File: src/sv/minimum_covering_window_macros.svh
// assertion macros shared by the minimum covering window rtl
`ifndef MINIMUM_COVERING_WINDOW_MACROS_SVH
`define MINIMUM_COVERING_WINDOW_MACROS_SVH

// condition checked in the same cycle as its trigger
`define MCW_ASSERT_SAME(label, ante, cons, msg) \
	label: assert property (@(posedge clk) disable iff (!arst_n) (ante) |-> (cons)) \
		else $error(msg);

// condition checked in the cycle after its trigger
`define MCW_ASSERT_NEXT(label, ante, cons, msg) \
	label: assert property (@(posedge clk) disable iff (!arst_n) (ante) |=> (cons)) \
		else $error(msg);

`endif

File: src/sv/mcw_pkg.sv
// shared types and constants of the minimum covering window block
package mcw_pkg;

	// fixed field widths
	localparam int WORD_W    = 16;
	localparam int QWORD_W   = 16;
	localparam int CFG_W     = 64;
	localparam int CFG_IDX_W = 2;
	localparam int QCOUNT_W  = 4;
	localparam int TAG_W     = 4;
	localparam int CNT_W     = 11;
	localparam int MISS_W    = 4;
	localparam int SLOTS_PER_REG = CFG_W / QWORD_W;

	// parameter defaults
	localparam int DEF_MAX_TOKENS = 1024;
	localparam int DEF_MAX_QUERY  = 8;
	localparam int DEF_WORD_BITS  = 16;

	// tag of a word that matches no query slot
	localparam logic [TAG_W-1:0] NO_SLOT = 4'd8;
	// saturation limits
	localparam logic [CNT_W-1:0]  CNT_MAX  = '1;
	localparam logic [MISS_W-1:0] MISS_MAX = '1;

	// configuration register indexes
	typedef enum logic [CFG_IDX_W-1:0] {
		CFG_QUERY_LOW   = 2'd0,
		CFG_QUERY_HIGH  = 2'd1,
		CFG_QUERY_COUNT = 2'd2
	} cfg_reg_t;

	// controller states
	typedef enum logic [1:0] {
		ST_IDLE,
		ST_CHECK,
		ST_SHRINK,
		ST_FINISH
	} ctrl_state_t;

	// commands from controller to datapath
	typedef struct packed {
		logic append;
		logic rd_begin;
		logic rd_next;
		logic shrink;
		logic finish;
	} ctrl_cmd_t;

	// status from datapath to controller
	typedef struct packed {
		logic shrink_ok;
		logic shrink_more;
		logic last;
		logic out_free;
	} dp_status_t;

endpackage

File: src/sv/mcw_ctrl.sv
// controller state machine: append, window shrink loop and result hand-off
module mcw_ctrl (
	input  logic                clk,
	input  logic                arst_n,
	input  logic                in_valid,
	output logic                in_stall,
	input  mcw_pkg::dp_status_t status,
	output mcw_pkg::ctrl_cmd_t  cmd
);

	mcw_pkg::ctrl_state_t state_q;
	mcw_pkg::ctrl_state_t state_nx;

	// state register
	always_ff @(posedge clk or negedge arst_n) begin
		if (!arst_n) begin
			state_q <= mcw_pkg::ST_IDLE;
		end else begin
			state_q <= state_nx;
		end
	end

	// next state
	always_comb begin
		state_nx = state_q;
		unique case (state_q)
			mcw_pkg::ST_IDLE: begin
				if (in_valid) begin
					state_nx = mcw_pkg::ST_CHECK;
				end
			end
			mcw_pkg::ST_CHECK: begin
				if (status.shrink_ok) begin
					state_nx = mcw_pkg::ST_SHRINK;
				end else if (status.last) begin
					state_nx = mcw_pkg::ST_FINISH;
				end else begin
					state_nx = mcw_pkg::ST_IDLE;
				end
			end
			mcw_pkg::ST_SHRINK: begin
				if (status.shrink_more) begin
					state_nx = mcw_pkg::ST_SHRINK;
				end else if (status.last) begin
					state_nx = mcw_pkg::ST_FINISH;
				end else begin
					state_nx = mcw_pkg::ST_IDLE;
				end
			end
			mcw_pkg::ST_FINISH: begin
				if (status.out_free) begin
					state_nx = mcw_pkg::ST_IDLE;
				end
			end
			default: state_nx = mcw_pkg::ST_IDLE;
		endcase
	end

	// commands
	always_comb begin
		cmd      = '0;
		in_stall = 1'b1;
		unique case (state_q)
			mcw_pkg::ST_IDLE: begin
				in_stall   = 1'b0;
				cmd.append = in_valid;
			end
			mcw_pkg::ST_CHECK: begin
				cmd.rd_begin = status.shrink_ok;
			end
			mcw_pkg::ST_SHRINK: begin
				cmd.shrink  = 1'b1;
				cmd.rd_next = status.shrink_more;
			end
			mcw_pkg::ST_FINISH: begin
				cmd.finish = status.out_free;
			end
			default: ;
		endcase
	end

endmodule

File: config.mk
export PLATFORM = sky130hd
export DESIGN_NAME = mcw_ctrl
export DESIGN_NICKNAME = d
export VERILOG_FILES = /design/src/sv/minimum_covering_window_macros.svh /design/src/sv/mcw_pkg.sv /design/src/sv/mcw_ctrl.sv
export SDC_FILE = /design/constraint.sdc
export NUM_CORES = 1
export LEC_CHECK = 0
export CAP_MARGIN = 20
export CORE_AREA = 2 2 39 41
export DETAILED_ROUTE_END_ITERATION = 16
export DIE_AREA = 0 0 41 43
export DONT_BUFFER_PORTS = 1
export MAX_ROUTING_LAYER = met4
export SLEW_MARGIN = 15
export SYNTH_ARGS = -nofsm -noshare
export SYNTH_HDL_FRONTEND = slang
export SYNTH_SLANG_ARGS = --single-unit
File: constraint.sdc
create_clock -name clk -period 1.2 [get_ports clk]
set_clock_uncertainty 0.05 [all_clocks]
set_input_delay 0 -clock clk [delete_from_list [all_inputs] [get_ports clk]]
set_output_delay 0 -clock clk [all_outputs]
set_load 0.03 [all_outputs]
==> flow_metrics.py, run 1 <==
metrics = {
    "critical_path": {
        "timing.critical_path.arrival_ns": 1.13,
        "worst-path-max-fanout": 3,
        "critPathMaxStageDelay_ns": 0.41,
        "crit_required_ns": 1.15,
        "path_cells": "buf_6, nor2b_4, and2_4, buf_6",
        "worst_setup_path_start_kind": "flip-flop",
        "crit_type": "reg -> out",
        "slowest_stage": "dfrtp_2",
        "worst_r2r_setup_slack_ns": 0.03,
        "worst-r2r-cell-count": 2,
        "r2r_start": "state_q[1]$_DFFE_PN0P_",
        "crit_path_frequent_cell": "buf_6",
        "cp_endpoint_kind": "primary output",
        "r2r_end": "state_q[0]$_DFFE_PN0P_",
    },
    "route": {
        "drc": 0,
        "drt-wirelength-per-cell_um": 11.5,
        "route.vias.total": 197,
        "ant_nets": 0,
        "drt-total-wl_um": 597,
        "detail_route.vias_per_cell": 3.79,
        "first_drt_pass_iteration_count": 2,
        "initialDrtViolationCount": 2,
    },
    "yosys": {
        "synth_top_area_frac": 0.336,
        "yosysSeqAreaShare": 0.336,
        "synth_cell_types": 11,
        "synthCells": 17,
        "synthesis.area_per_instance_um2": 8.76,
        "syn_nets": 24,
        "synth.area.top_cells": "dfrtp_1, mux4_2, nor2b_1",
        "synth_area_leader_cell": "dfrtp_1",
        "synth_area_um2": 149,
        "synth_warnings": 0,
        "register_bit_count_reported_by_yosys": 2,
    },
    "clock_tree": {
        "cts_made_buffers": 3,
        "clock_latency_at_the_later_pin_of_the_worst_skew_pair_ns": 0.22,
        "root_buffer": "clkbuf_4",
        "cts_htree_levels": 1,
        "clk_pin_slew_ns": 0.03,
        "clkSinkCount": 2,
        "clock_tree.buffer_depth": 2,
        "cts_tree": "done",
    },
    "final_layout": {
        "largest_register": "state_q",
        "count_of_antenna_diodes_in_the_layout": 0,
        "final_layout_size_suffix_gt1_frac": 0.556,
        "final_net_count": 45,
        "final_common_cell": "dlygate4sd3_1",
        "biggestRegsByFlops": "state_q x2",
        "syn_to_final_growth_pct": 150,
        "layout_common_cells": "dlygate4sd3_1, buf_4, buf_6",
        "largest_reg_flops": 2,
    },
    "floorplan": {
        "fp.coreArea_um2": 1380,
        "num_rows": 14,
        "die_area_um2": 1760,
        "start_util": 0.108,
        "die_y_um": 43,
        "dieWidth_um": 41,
        "top_level_ports": 13,
    },
    "timing": {
        "final-setup-viol-count": 0,
        "grt_setup_unrepaired": "yes",
        "max-slew-margin-rel": 0.885,
        "final.min_clock_period_ns": 1.18,
        "slew_violations": 0,
        "finalCritPeriodShare": 0.983,
        "tightest_slew_ns": 0.171,
        "finalHoldViolations": 0,
        "achievable_frequency_mhz": 847,
        "final.setup.worst_slack_ns": 0.0200,
    },
    "grt": {
        "initial_antenna_violation_count": 0,
        "grt_util_all_layers": 0.0810,
        "grt_remaining_overflow": 0,
        "grt_pass1_wl_um": 862,
        "first_global_vias": 228,
        "grt_max_degree": 5,
    },
    "placement": {
        "port_buffers": 0,
        "gp_congestion": 0.599,
        "placement.setup.worst_slack_ns": 0.113,
    },
    "hold_path": {
        "timing.hold.worst_path_depth": 2,
        "worst_hold_path_type": "in -> reg",
        "worst_min_path_start": "status[2]",
        "worst_hold_path.endpoint": "state_q[0]$_DFFE_PN0P_",
    },
    "power": {
        "power_density_over_the_cells_nw_per_um2": 2520,
        "leakage_nw": 0.172,
        "power.total_uw": 935,
        "peak_supply_drop_mv": 0.508,
    },
    "job": {
        "max_cap_viol_count": 0,
    },
    "run_status": {
        "run_status": "completed",
    },
}
worst max-delay path by stage:
stage / endpoint / cells past startpoint / slack (ns) / from
finish: cmd[2] / 4 / 0.02 / state_q[0]$_DFFE_PN0P_
global route: cmd[2] / 4 / -0.03 / state_q[0]$_DFFE_PN0P_
CTS: cmd[2] / 4 / 0.004 / state_q[0]$_DFFE_PN0P_
detailed placement: state_q[0]$_DFFE_PN0P_ / 1 / 0.11 / state_q[1]$_DFFE_PN0P_
global placement: state_q[0]$_DFFE_PN0P_ / 1 / 0.14 / state_q[1]$_DFFE_PN0P_
floorplan: cmd[4] / 2 / 0.05 / state_q[0]$_DFFE_PN0P_
power by group:
group	internal [mW]	total, mW	switching [mW]
clock network	0.110	0.147	0.0372
logic	0.337	0.649	0.312
registers	0.106	0.139	0.0335
area by class of cell:
class / count / area, um^2
inverter: 3 / 11.3
clock buffer: 3 / 22.5
sequential: 2 / 51.3
timing repair buffer: 16 / 153
tap: 16 / 20.0
multi-input combinational: 12 / 114
fill: 154 / 1010
worst max-delay path, delay by kind of cell (launching register included):
| family | cells | cell delay [ns] |
|---|---|---|
| buffers and inverters | 2 | 0.25 |
| DFF | 1 | 0.41 |
| and+or+nand+nor | 2 | 0.24 |
cell families after synthesis:
logic type / Yosys count / share of synthesized area
compound gates: 2 / 0.0840
buf+inv: 3 / 0.0756
flops: 2 / 0.336
mux: 1 / 0.151
simple gates: 9 / 0.353
through the flow:
stage	setup TNS [ns]	util	cells	instance area [um^2]	hold slack (ns)
finish	0	0.269	52	372	0.0897
global route	-0.0565	0.269	52	372	0.0973
CTS	0	0.248	51	343	0.0597
detailed placement	0	0.153	38	211	-0.346
global placement	0	0.153	38	211	-0.346
floorplan	0	-	17	154	-0.346
per-layer routing:
| metal | up-vias | global-route usage | part of all wire |
|---|---|---|---|
| met1 | 92 | 0.0637 | 0.34 |
| met5 | - | - | 0 |
| li1 | 95 | - | - |
| met3 | 0 | 0.0524 | 0.10 |
| met4 | 0 | 0.0600 | 0 |
| met2 | 10 | 0.125 | 0.56 |
synth_stat cells:
library cell / count
and2_1: 1
a211oi_1: 1
mux4_2: 1
inv_1: 3
dfrtp_1: 2
o21ai_0: 1
or2_2: 1
nor3_1: 1
nor2b_1: 3
and3_1: 2
nor2_1: 1
repair_timing:
item / CTS / global route
pin swaps: 2 / 2
hold endpoints to repair: 4 / 0
gates resized for setup: 6 / 5
endpoints found under the setup margin: 2 / 4
hold buffers: 7 / 0
buffers inserted: 3 / 1
No activity file was read; power rests on OpenSTA's default activity.
==> inputs of run 2 (changes only) <==
Settings changed: PLACE_DENSITY from default to 0.3.
==> run 2 against run 1 <==
Largest power group unchanged. The run now ends with negative hold slack left. Critical endpoint is now cmd[4]. Largest cell class unchanged. Highest routed layer unchanged. Register-to-register slack better by 0.09 ns. Flip-flop and latch count stayed put. Count of clock-buffer cells in the layout stayed put. Maximum frequency is 0.35% higher. Non-clock buffer count is 1 lower.
==> flow_metrics.py, run 2 (synthesis gave the netlist of run 1 again) <==
metrics = {
    "clock_tree": {
        "root_buffer": "clkbuf_4",
        "cts_made_buffers": 3,
        "clkSinkCount": 2,
        "cts_tree": "done",
        "clock_latency_at_the_later_pin_of_the_worst_skew_pair_ns": 0.23,
        "clock_tree.buffer_depth": 2,
        "clk_pin_slew_ns": 0.03,
        "cts_htree_levels": 1,
    },
    "route": {
        "ant_nets": 0,
        "first_drt_pass_iteration_count": 1,
        "drc": 0,
        "wl_met1_um": 234,
        "initialDrtViolationCount": 0,
        "met2RoutedLength_um": 220,
        "wl_met3_um": 64,
        "drt-wirelength-per-cell_um": 10.2,
        "maxUsedRoutingLayer": "met3",
        "route.vias.total": 186,
        "drt-total-wl_um": 519,
        "detail_route.vias_per_cell": 3.65,
    },
    "critical_path": {
        "crit_type": "reg -> out",
        "crit_required_ns": 1.15,
        "timing.critical_path.arrival_ns": 1.13,
        "worst_setup_path_start_kind": "flip-flop",
        "worst-path-max-fanout": 3,
        "cp_endpoint_kind": "primary output",
    },
    "final_layout": {
        "finish.cell_count_without_fillers": 51,
        "layout_common_cells": "dlygate4sd3_1, buf_4, inv_1, clkbuf_4",
        "final_net_count": 44,
        "count_of_antenna_diodes_in_the_layout": 0,
        "final_layout_size_suffix_gt1_frac": 0.486,
        "fill_cells": 155,
        "syn_to_final_growth_pct": 142,
        "largest_register": "state_q",
        "largest_reg_flops": 2,
        "biggestRegsByFlops": "state_q x2",
        "fin_util": 0.260,
        "final_common_cell": "dlygate4sd3_1",
    },
    "power": {
        "peak_supply_drop_mv": 0.792,
        "leakage_nw": 0.161,
        "power_density_over_the_cells_nw_per_um2": 2410,
    },
    "timing": {
        "achievable_frequency_mhz": 850,
        "final-setup-viol-count": 0,
        "max-slew-margin-rel": 0.869,
        "tightest_slew_ns": 0.196,
        "finalCritPeriodShare": 0.980,
        "final.min_clock_period_ns": 1.18,
        "finalHoldViolations": 1,
        "setup-tns-final_ns": 0,
        "grt_setup_unrepaired": "yes",
        "slew_violations": 0,
        "holdWs_ns": -0.000825,
    },
    "run_status": {
        "failed_checks": "negative hold slack",
        "run_status": "finished with violations",
    },
    "placement": {
        "gp_congestion": 0.611,
        "placed_cells_incl_taps": 38,
        "port_buffers": 0,
    },
    "floorplan": {
        "die_area_um2": 1760,
        "start_util": 0.108,
        "fp.coreArea_um2": 1380,
        "die_y_um": 43,
        "dieWidth_um": 41,
        "num_rows": 14,
        "top_level_ports": 13,
    },
    "grt": {
        "first_global_vias": 206,
        "initial_antenna_violation_count": 0,
        "grt_util_all_layers": 0.0784,
        "grt_max_degree": 6,
        "grt_pass1_wl_um": 841,
        "grt_remaining_overflow": 0,
    },
    "hold_path": {
        "worst_hold_path_type": "in -> reg",
    },
    "job": {
        "max_cap_viol_count": 0,
    },
}
==> run 2: cell count changes in the layout (fill, tap and decap cells not counted), sizes merged <==
cell | before | now
buf | 9 | 7
dlygate4sd3 | 7 | 8
==> run 2: path summary, 6_finish.rpt <==
kind | cells past startpoint | slack [ns] | start | endpoint
min in group asynchronous | 2 | 0.49 | arst_n | state_q[0]$_DFFE_PN0P_
worst min-delay path | 2 | -0.0008 | status[1] | state_q[1]$_DFFE_PN0P_
worst min register to register | 1 | 0.61 | state_q[1]$_DFFE_PN0P_ | state_q[0]$_DFFE_PN0P_
worst max-delay path | 3 | 0.02 | state_q[0]$_DFFE_PN0P_ | cmd[4]
max in group asynchronous | 2 | 0.47 | arst_n | state_q[0]$_DFFE_PN0P_
worst max register to register | 3 | 0.12 | state_q[0]$_DFFE_PN0P_ | state_q[1]$_DFFE_PN0P_
==> run 2: power by group <==
group          leakage, nW  internal, mW  switching (mW)
Clock               0.0138         0.111          0.0429
Sequential          0.0229         0.106          0.0430
Combinational        0.125         0.280           0.287
==> run 2: timing repair <==
item / CTS / global route
endpoints found under the setup margin: 2 / 4
resized for setup: 5 / 4
hold buffers: 7 / 1
setup buffers: 2 / 0
hold endpoints to repair: 4 / 1
pin swaps: 0 / 1
==> run 2: layout make-up <==
class,instances,area (um^2),share of cell area
Timing Repair Buffer,15,140,0.389
Sequential cell,2,51.3,0.142
Multi-Input combinational cell,12,115,0.319
Clock buffer,3,22.5,0.0625
Inverter,3,11.3,0.0312
Tap cell,16,20.0,0.0556
==> run 2: layer usage <==
layer	track usage	up-vias
met3	0.0366	0
met5	-	-
met1	0.0844	78
met4	0.0800	0
li1	-	95
met2	0.0969	13
==> run 2: per-stage QoR <==
step	area (um^2)	hold slack, ns	total power [mW]	setup slack (ns)
2_1_floorplan	154	-0.346	0.431	0.0543
3_3_place_gp	211	-0.346	0.551	0.143
3_5_place_dp	211	-0.346	0.563	0.0999
4_1_cts	332	0.00141	0.828	0.0133
5_1_grt	360	0.0262	0.940	-0.0333
6_report	360	-0.000825	0.870	0.0241
==> run 2: worst max-delay path, cell delays in order (launching register included) <==
cell and delay (ns):
dfrtp_2 0.42, or2_4 0.27, nor2_4 0.08, buf_6 0.13
